==> src/hdl/mcid_pkg.sv <==
// Shared types and constants for the multi-channel input debouncer.
// Used by mcid_lane, mcid_merge and multi_channel_input_debounce_top.
// Depends on nothing.
`default_nettype none

package mcid_pkg;

    // Fixed field widths of the scan and result transactions
    localparam int FIELD_W   = 12;
    localparam int THRESH_W  = 8;
    localparam int COUNT_W   = THRESH_W + 1;
    localparam int CFG_IDX_W = 2;

    // Configuration register indexes
    localparam logic [CFG_IDX_W-1:0] REG_ENABLE_MASK      = 2'd0;
    localparam logic [CFG_IDX_W-1:0] REG_ACTIVE_HIGH_MASK = 2'd1;
    localparam logic [CFG_IDX_W-1:0] REG_STABLE_THRESHOLD = 2'd2;

    // Reset values of the configuration registers
    localparam logic [FIELD_W-1:0]  ENABLE_MASK_RST      = 12'd0;
    localparam logic [FIELD_W-1:0]  ACTIVE_HIGH_MASK_RST = 12'hFFF;
    localparam logic [THRESH_W-1:0] STABLE_THRESHOLD_RST = 8'd5;

    // Per-channel debounce phase
    typedef enum logic [2:0] {
        PH_IDLE = 3'b001,
        PH_HIGH = 3'b010,
        PH_LOW  = 3'b100
    } phase_t;

    // What one lane reports for the scan being accepted
    typedef struct packed {
        logic status;   // status after this scan
        logic rise;     // status went inactive -> active in this scan
    } lane_res_t;

endpackage

`default_nettype wire

==> src/hdl/mcid_lane.sv <==
// One debounce lane: phase, match counter and status of a single channel.
// Depends on mcid_pkg.
`default_nettype none

module mcid_lane (
    input  wire logic                          clk,
    input  wire logic                          rst_n,
    input  wire logic                          accept,
    input  wire logic                          level,
    input  wire logic                          enable,
    input  wire logic                          active_high,
    input  wire logic [mcid_pkg::THRESH_W-1:0] threshold,
    output mcid_pkg::lane_res_t                res
);

    mcid_pkg::phase_t                 phase_reg, phase_next;
    logic [mcid_pkg::COUNT_W-1:0]     count_reg, count_next;
    logic                             status_reg, status_next;
    logic [mcid_pkg::COUNT_W-1:0]     count_inc;
    logic                             want;
    logic                             rise;

    assign count_inc = count_reg + mcid_pkg::COUNT_W'(1);
    assign want      = (phase_reg == mcid_pkg::PH_HIGH);

    always_comb
    begin
        phase_next  = phase_reg;
        count_next  = count_reg;
        status_next = status_reg;
        rise        = 1'b0;
        if (enable)
        begin
            case (phase_reg)
                mcid_pkg::PH_HIGH, mcid_pkg::PH_LOW:
                begin
                    if (level == want)
                    begin
                        count_next = count_inc;
                        if (count_inc > {1'b0, threshold})
                        begin
                            // confirm the level, then go back to idle
                            if (level == active_high)
                            begin
                                status_next = 1'b1;
                                rise        = ~status_reg;
                            end
                            else
                            begin
                                status_next = 1'b0;
                            end
                            phase_next = mcid_pkg::PH_IDLE;
                        end
                    end
                    else
                    begin
                        phase_next = mcid_pkg::PH_IDLE;
                    end
                end
                default:
                begin
                    // latch the level and restart the count
                    phase_next = level ? mcid_pkg::PH_HIGH : mcid_pkg::PH_LOW;
                    count_next = '0;
                end
            endcase
        end
    end

    always_ff @(posedge clk or negedge rst_n)
    begin
        if (!rst_n)
        begin
            phase_reg  <= mcid_pkg::PH_IDLE;
            count_reg  <= '0;
            status_reg <= 1'b0;
        end
        else if (accept)
        begin
            phase_reg  <= phase_next;
            count_reg  <= count_next;
            status_reg <= status_next;
        end
    end

    assign res.status = status_next;
    assign res.rise   = rise;

endmodule

`default_nettype wire

==> src/hdl/mcid_merge.sv <==
// Merge stage: packs lane results into the result vectors and holds them
// in an output register backed by a skid register.
// Depends on mcid_pkg.
`default_nettype none

module mcid_merge #(
    parameter int CHANNELS = 12
) (
    input  wire logic                         clk,
    input  wire logic                         rst_n,
    input  wire logic                         in_fire,
    input  wire mcid_pkg::lane_res_t          lane_res [CHANNELS],
    output logic                              skid_full,
    output logic                              out_valid,
    input  wire logic                         out_ready,
    output logic [mcid_pkg::FIELD_W-1:0]      active_status,
    output logic [mcid_pkg::FIELD_W-1:0]      newly_active
);

    logic [mcid_pkg::FIELD_W-1:0] status_vec;
    logic [mcid_pkg::FIELD_W-1:0] rise_vec;

    logic                         main_valid_reg;
    logic [mcid_pkg::FIELD_W-1:0] main_status_reg;
    logic [mcid_pkg::FIELD_W-1:0] main_rise_reg;
    logic                         skid_valid_reg;
    logic [mcid_pkg::FIELD_W-1:0] skid_status_reg;
    logic [mcid_pkg::FIELD_W-1:0] skid_rise_reg;
    logic                         out_fire;

    // Only lanes that map onto a field bit reach the result
    for (genvar i = 0; i < mcid_pkg::FIELD_W; i++)
    begin : g_pack
        if (i < CHANNELS)
        begin : g_lane
            assign status_vec[i] = lane_res[i].status;
            assign rise_vec[i]   = lane_res[i].rise;
        end
        else
        begin : g_none
            assign status_vec[i] = 1'b0;
            assign rise_vec[i]   = 1'b0;
        end
    end

    assign out_fire = main_valid_reg & out_ready;

    always_ff @(posedge clk or negedge rst_n)
    begin
        if (!rst_n)
        begin
            main_valid_reg <= 1'b0;
            skid_valid_reg <= 1'b0;
        end
        else if (skid_valid_reg)
        begin
            // input is stalled; refill the main register from skid
            if (out_fire)
            begin
                skid_valid_reg <= 1'b0;
            end
        end
        else if (in_fire)
        begin
            if (main_valid_reg && !out_ready)
            begin
                skid_valid_reg <= 1'b1;
            end
            else
            begin
                main_valid_reg <= 1'b1;
            end
        end
        else if (out_fire)
        begin
            main_valid_reg <= 1'b0;
        end
    end

    always_ff @(posedge clk)
    begin
        if (skid_valid_reg)
        begin
            if (out_fire)
            begin
                main_status_reg <= skid_status_reg;
                main_rise_reg   <= skid_rise_reg;
            end
        end
        else if (in_fire)
        begin
            if (main_valid_reg && !out_ready)
            begin
                skid_status_reg <= status_vec;
                skid_rise_reg   <= rise_vec;
            end
            else
            begin
                main_status_reg <= status_vec;
                main_rise_reg   <= rise_vec;
            end
        end
    end

    assign skid_full     = skid_valid_reg;
    assign out_valid     = main_valid_reg;
    assign active_status = main_status_reg;
    assign newly_active  = main_rise_reg;

endmodule

`default_nettype wire

==> src/hdl/multi_channel_input_debounce_top.sv <==
// Top level of the multi-channel input debouncer: configuration registers,
// one debounce lane per channel and the merge/output stage.
// Depends on mcid_pkg, mcid_lane and mcid_merge.
`default_nettype none

// Each input transaction is one scan of raw pin levels, bit i for channel i.
// Every enabled channel runs its own debounce lane: the idle phase latches
// the level and clears the match count, the high or low phase counts
// matching scans, and once the count exceeds stable_threshold the status is
// set where the level equals the channel's active polarity (cleared
// otherwise) and the lane goes back to idle; a mismatching scan also goes
// back to idle. Disabled channels hold their state. Every scan yields one
// result transaction with the status vector and a pulse vector of channels
// that turned active in that scan. Lanes work in parallel and update in the
// cycle the scan is accepted, so a scan can be accepted every cycle while
// the skid register has room; the output register holds the result. A skid
// register behind the output register lets one more scan be accepted while
// a result waits; in_ready drops only while that skid register is full.
// Configuration writes take effect at the clock edge at which cfg_wr_en is
// high and must be issued only while the block is idle. Register indexes:
// 0 enable_mask, 1 active_high_mask, 2 stable_threshold; other indexes are
// ignored. Channels at or above bit 12 see level and enable as zero.
module multi_channel_input_debounce_top #(
    parameter int CHANNELS = 12
) (
    input  wire logic                           clk,
    input  wire logic                           rst_n,
    // configuration write port
    input  wire logic                           cfg_wr_en,
    input  wire logic [mcid_pkg::CFG_IDX_W-1:0] cfg_index,
    input  wire logic [mcid_pkg::FIELD_W-1:0]   cfg_data,
    // scan transactions
    input  wire logic                           in_valid,
    output logic                                in_ready,
    input  wire logic [mcid_pkg::FIELD_W-1:0]   raw_levels,
    // result transactions
    output logic                                out_valid,
    input  wire logic                           out_ready,
    output logic [mcid_pkg::FIELD_W-1:0]        active_status,
    output logic [mcid_pkg::FIELD_W-1:0]        newly_active
);

    logic [mcid_pkg::FIELD_W-1:0]  enable_mask_reg;
    logic [mcid_pkg::FIELD_W-1:0]  active_high_mask_reg;
    logic [mcid_pkg::THRESH_W-1:0] stable_threshold_reg;

    logic                          in_fire;
    logic                          skid_full;
    mcid_pkg::lane_res_t           lane_res [CHANNELS];

    // Configuration registers; unknown indexes drop the write
    always_ff @(posedge clk or negedge rst_n)
    begin
        if (!rst_n)
        begin
            enable_mask_reg      <= mcid_pkg::ENABLE_MASK_RST;
            active_high_mask_reg <= mcid_pkg::ACTIVE_HIGH_MASK_RST;
            stable_threshold_reg <= mcid_pkg::STABLE_THRESHOLD_RST;
        end
        else if (cfg_wr_en)
        begin
            case (cfg_index)
                mcid_pkg::REG_ENABLE_MASK:      enable_mask_reg      <= cfg_data;
                mcid_pkg::REG_ACTIVE_HIGH_MASK: active_high_mask_reg <= cfg_data;
                mcid_pkg::REG_STABLE_THRESHOLD:
                    stable_threshold_reg <= cfg_data[mcid_pkg::THRESH_W-1:0];
                default: ;
            endcase
        end
    end

    // Accept a scan whenever the skid register has room
    assign in_ready = ~skid_full;
    assign in_fire  = in_valid & in_ready;

    // One lane per channel; channels past the field width stay at reset
    for (genvar i = 0; i < CHANNELS; i++)
    begin : g_lane
        logic lvl;
        logic en;
        logic act_hi;

        if (i < mcid_pkg::FIELD_W)
        begin : g_mapped
            assign lvl    = raw_levels[i];
            assign en     = enable_mask_reg[i];
            assign act_hi = active_high_mask_reg[i];
        end
        else
        begin : g_unmapped
            assign lvl    = 1'b0;
            assign en     = 1'b0;
            assign act_hi = 1'b0;
        end

        mcid_lane u_lane (
            .clk         (clk),
            .rst_n       (rst_n),
            .accept      (in_fire),
            .level       (lvl),
            .enable      (en),
            .active_high (act_hi),
            .threshold   (stable_threshold_reg),
            .res         (lane_res[i])
        );
    end

    // Combine lane results and hold them for the consumer
    mcid_merge #(
        .CHANNELS (CHANNELS)
    ) u_merge (
        .clk           (clk),
        .rst_n         (rst_n),
        .in_fire       (in_fire),
        .lane_res      (lane_res),
        .skid_full     (skid_full),
        .out_valid     (out_valid),
        .out_ready     (out_ready),
        .active_status (active_status),
        .newly_active  (newly_active)
    );

endmodule

`default_nettype wire
==> config.mk <==
export PLATFORM = sky130hd
export DESIGN_NAME = multi_channel_input_debounce_top
export DESIGN_NICKNAME = d
export VERILOG_FILES = /design/src/hdl/mcid_pkg.sv /design/src/hdl/mcid_lane.sv /design/src/hdl/mcid_merge.sv /design/src/hdl/multi_channel_input_debounce_top.sv
export SDC_FILE = /design/constraint.sdc
export NUM_CORES = 1
export LEC_CHECK = 0
export BUFFER_PORTS_ARGS = -buffer_cell sky130_fd_sc_hd__buf_2
export CAP_MARGIN = 15
export CORE_AREA = 5 5 185 187
export CTS_CLUSTER_DIAMETER = 80
export DETAILED_ROUTE_END_ITERATION = 6
export DIE_AREA = 0 0 190 192
export PLACE_DENSITY_LB_ADDON = 0.3
export SYNTH_ARGS = -nofsm -noshare
export SYNTH_HDL_FRONTEND = slang
export SYNTH_SLANG_ARGS = --single-unit
==> constraint.sdc <==
create_clock -name clk -period 3.4 [get_ports clk]
set_clock_uncertainty 0.05 [all_clocks]
set_input_delay 0.34 -clock clk [delete_from_list [all_inputs] [get_ports clk]]
set_output_delay 0.34 -clock clk [all_outputs]
set_load 0.01 [all_outputs]
==> impl_metrics.tcl <==
set metrics [dict create \
    grt_pass1_wl_um 53890 \
    vias_per_cell 5.532 \
    antenna_found_initial 1 \
    finalMaxSlewViolations 0 \
    crit_path_end_kind "flip-flop" \
    dpl.hpwl_um 22530 \
    die-height_um 192 \
    worstMarginPinSlew_ns 1.116 \
    ir_drop_v 0.0003310 \
    worstPathRequired_ns 3.63 \
    dr_total_vias 10880 \
    stdcell_count 1966 \
    crit_fanout 6 \
    startpoint_type "flip-flop" \
    cts_sinks 238 \
    yosysUniqueCellTypes 68 \
    initialDrtViolationCount 667 \
    slowest_delay_ns 0.44 \
    yosys_register_bits 238 \
    fin_area_sq_um 16130 \
    die_area_sq_um 36480 \
    hp-start "cfg_data[3]" \
    max_slew_margin_pct 25.45 \
    cp_slowest_cell "dfrtp_1" \
    r2r_cells 12 \
    fin_crit_sh_pct 93.92 \
    ant_nets 0 \
    placed_area_sq_um 15210 \
    arrival_ns 3.42 \
    synth_edf_count 48 \
    n_antenna_cell 0 \
    wire_per_inst_um 16.60 \
    r2r_slack_ns 0.21 \
    cts_tree "built" \
    port_buffers 56 \
    setup_viol 0 \
    syn_area_per_cell_sq_um 10.07 \
    yosys.area.top_type "dfrtp_1" \
    min_period_ns 3.193 \
    finalHoldViolCount 0 \
    cts_inserted_buffers 26 \
    yosysTopAreaCellShare_pct 28.75 \
    powerDensity_nw_per_um2 618.2 \
    outcome "finished clean" \
    gr-total-overflow 0 \
    largest_reg_flops 108 \
    ys.flop_type "dfrtp_1" \
    clk_pin_slew_worst_paths_ns 0.07 \
    dp_cells 1911 \
    hold_class "input pin to flip-flop" \
    drt_wl_total_um 32640 \
    core_sq_um 32290 \
    crit_type "flip-flop to flip-flop" \
    final_nets 1643 \
    synth_common_cells "nand2_1 (207), dfrtp_1 (164), ha_1 (108)" \
    io_pins 57 \
    syn_area_sq_um 14280 \
    max_cap_viol_count 0 \
    dr.pass1.iters 5 \
    fmax_mhz 313.2 \
    clk_latency_ns 0.53 \
    cts-htree-levels 1 \
    clockBufferDepth 3 \
    hold_path_depth 2 \
    n_fill_cell 2935 \
    gp_congestion 0.8138 \
    initial_core_util_pct 44.21 \
    synth-seq-area-share_pct 43.63 \
    syn_inst 1418 \
    synth-async-reset-ratio_pct 79.83 \
    syn-num-nets 1557 \
    layout-drive-gt1-share_pct 16.99 \
    synth_area_leaders "dfrtp_1 (29%), edfxtp_1 (10%), ha_1 (9.5%), nand2_1 (5.4%), mux2_2 (5.2%)" \
    cts-root-buf "clkbuf_16" \
    die_x_um 190 \
    grt_use_total_pct 17.90 \
    power.leakage_nw 7.334 \
    fp-row-count 66 \
    first_global_vias 10680 \
    synth.most_common_cell "nand2_1" \
    path_cells "nand3_2 > nor2_1 > nand3_1 > xnor2_1 > ha_1 > and3_1 > a221oi_1 > a21oi_1 > o211ai_1 > buf_4 > mux2_4 > mux2_2" \
    r2r_start "g_lane[0].u_lane.count_reg[2]$_DFFE_PN0P_" \
    drc_errors 0 \
    grt_max_degree 91 \
    worstHoldEndpoint "stable_threshold_reg[3]$_DFFE_PN0P_" \
    ys_warn_count 0 \
    synthToLayoutAreaGrowth_pct 12.97 \
    r2r-end "u_merge.active_status[0]$_DFFE_PP_" \
]
## cells in the final DEF (no fill, tap or decap), drive strengths merged, types with 6 or more instances in the layout
| cell type | netlist | final |
|---|---|---|
| a22o | 33 | 33 |
| or3b | 8 | 8 |
| nor3b | 12 | 12 |
| a2bb2oi | 8 | 8 |
| and3 | 15 | 15 |
| o21ai | 80 | 80 |
| nor2 | 91 | 91 |
| nor3 | 19 | 19 |
| edfxtp | 48 | 48 |
| dfstp | 26 | 26 |
| nand3 | 50 | 50 |
| xor2 | 42 | 42 |
| mux2 | 78 | 78 |
| inv | 39 | 39 |
| o22ai | 6 | 6 |
| nand2 | 207 | 207 |
| mux2i | 12 | 12 |
| nand4 | 39 | 39 |
| a31oi | 11 | 11 |
| buf | 9 | 77 |
| clkinv | 0 | 11 |
| dfrtp | 164 | 164 |
| a21o | 22 | 22 |
| nor2b | 10 | 10 |
| nand2b | 36 | 36 |
| ha | 108 | 108 |
| a211oi | 8 | 8 |
| nand3b | 10 | 10 |
| o211ai | 15 | 15 |
| clkbuf | 16 | 34 |
| or3 | 7 | 7 |
| a21oi | 73 | 73 |
| xnor2 | 55 | 55 |
| a22oi | 6 | 6 |
| o31ai | 10 | 10 |
## cell type report
class,count,area [sq um],share of cell area [%]
Multi-Input combinational cell,1116,7864,48.76
Clock inverter,15,121.4,0.7525
Sequential cell,238,6228,38.62
Inverter,39,146.4,0.9077
Timing Repair Buffer,83,516.7,3.204
Clock buffer,33,698.2,4.329
Tap cell,442,553.0,3.429
## per-stage QoR
stage          util [%]  setup TNS [ns]  setup WS [ns]  hold WS, ns  total power (W)
4_1_cts           49.79               0         0.1195      0.01740          0.01008
3_5_place_dp      47.09               0         0.1334       0.4167         0.007286
6_report          49.95               0         0.2068      0.03726         0.009971
3_3_place_gp      47.09               0         0.2014       0.4116         0.007178
2_1_floorplan         -               0         0.3806    -0.005591         0.006242
5_1_grt           49.95       -0.001581      -0.001581      0.03032          0.01066
## kinds of logic after synthesis
family	Yosys count	synth area share, %
compound gates	305	14.32
xor+xnor	97	6.003
fa+ha+maj	108	9.465
buf+inv	64	1.718
flops	238	43.63
mux	90	7.309
simple gates	516	17.55
## layer usage
layer | global-route usage [%] | share of wire, %
met1 | 24.27 | 47
met2 | 30.50 | 47
met3 | 2.417 | 3.9
met4 | 4.452 | 2.3
met5 | 0 | 0.021
## critical path, delay by kind of cell, from the launching register on
family	cells	cell delay (ns)
flops	1	0.44
fa+ha+maj	1	0.29
mux	2	0.55
buf+inv	1	0.15
compound gates	3	0.61
simple gates	4	0.60
xor+xnor	1	0.24
## power breakdown
part	internal, W	switching [W]
Sequential	0.00361	0.000606
Combinational	0.00127	0.00177
Clock	0.00160	0.00113
## worst max-delay path by stage
stage	end	slack, ns	from	depth (start not counted)
floorplan	u_merge.active_status[0]$_DFFE_PP_	0.38	g_lane[0].u_lane.count_reg[0]$_DFFE_PN0P_	11
global placement	u_merge.active_status[0]$_DFFE_PP_	0.20	g_lane[0].u_lane.count_reg[0]$_DFFE_PN0P_	11
detailed placement	u_merge.active_status[0]$_DFFE_PP_	0.13	g_lane[0].u_lane.count_reg[0]$_DFFE_PN0P_	11
CTS	u_merge.active_status[0]$_DFFE_PP_	0.12	g_lane[0].u_lane.count_reg[0]$_DFFE_PN0P_	11
global route	u_merge.active_status[5]$_DFFE_PP_	-0.002	g_lane[5].u_lane.count_reg[0]$_DFFE_PN0P_	11
finish	u_merge.active_status[0]$_DFFE_PP_	0.21	g_lane[0].u_lane.count_reg[2]$_DFFE_PN0P_	12
## what timing repair did
| item | in CTS | in global routing |
|---|---|---|
| hold buffers | 5 | 0 |
| setup buffers | 0 | 2 |
| endpoints found under the hold margin | 80 | 0 |
| resized for setup | 0 | 10 |
| endpoints found under the setup margin | 0 | 6 |
No activity file was read; power rests on OpenSTA's default activity.
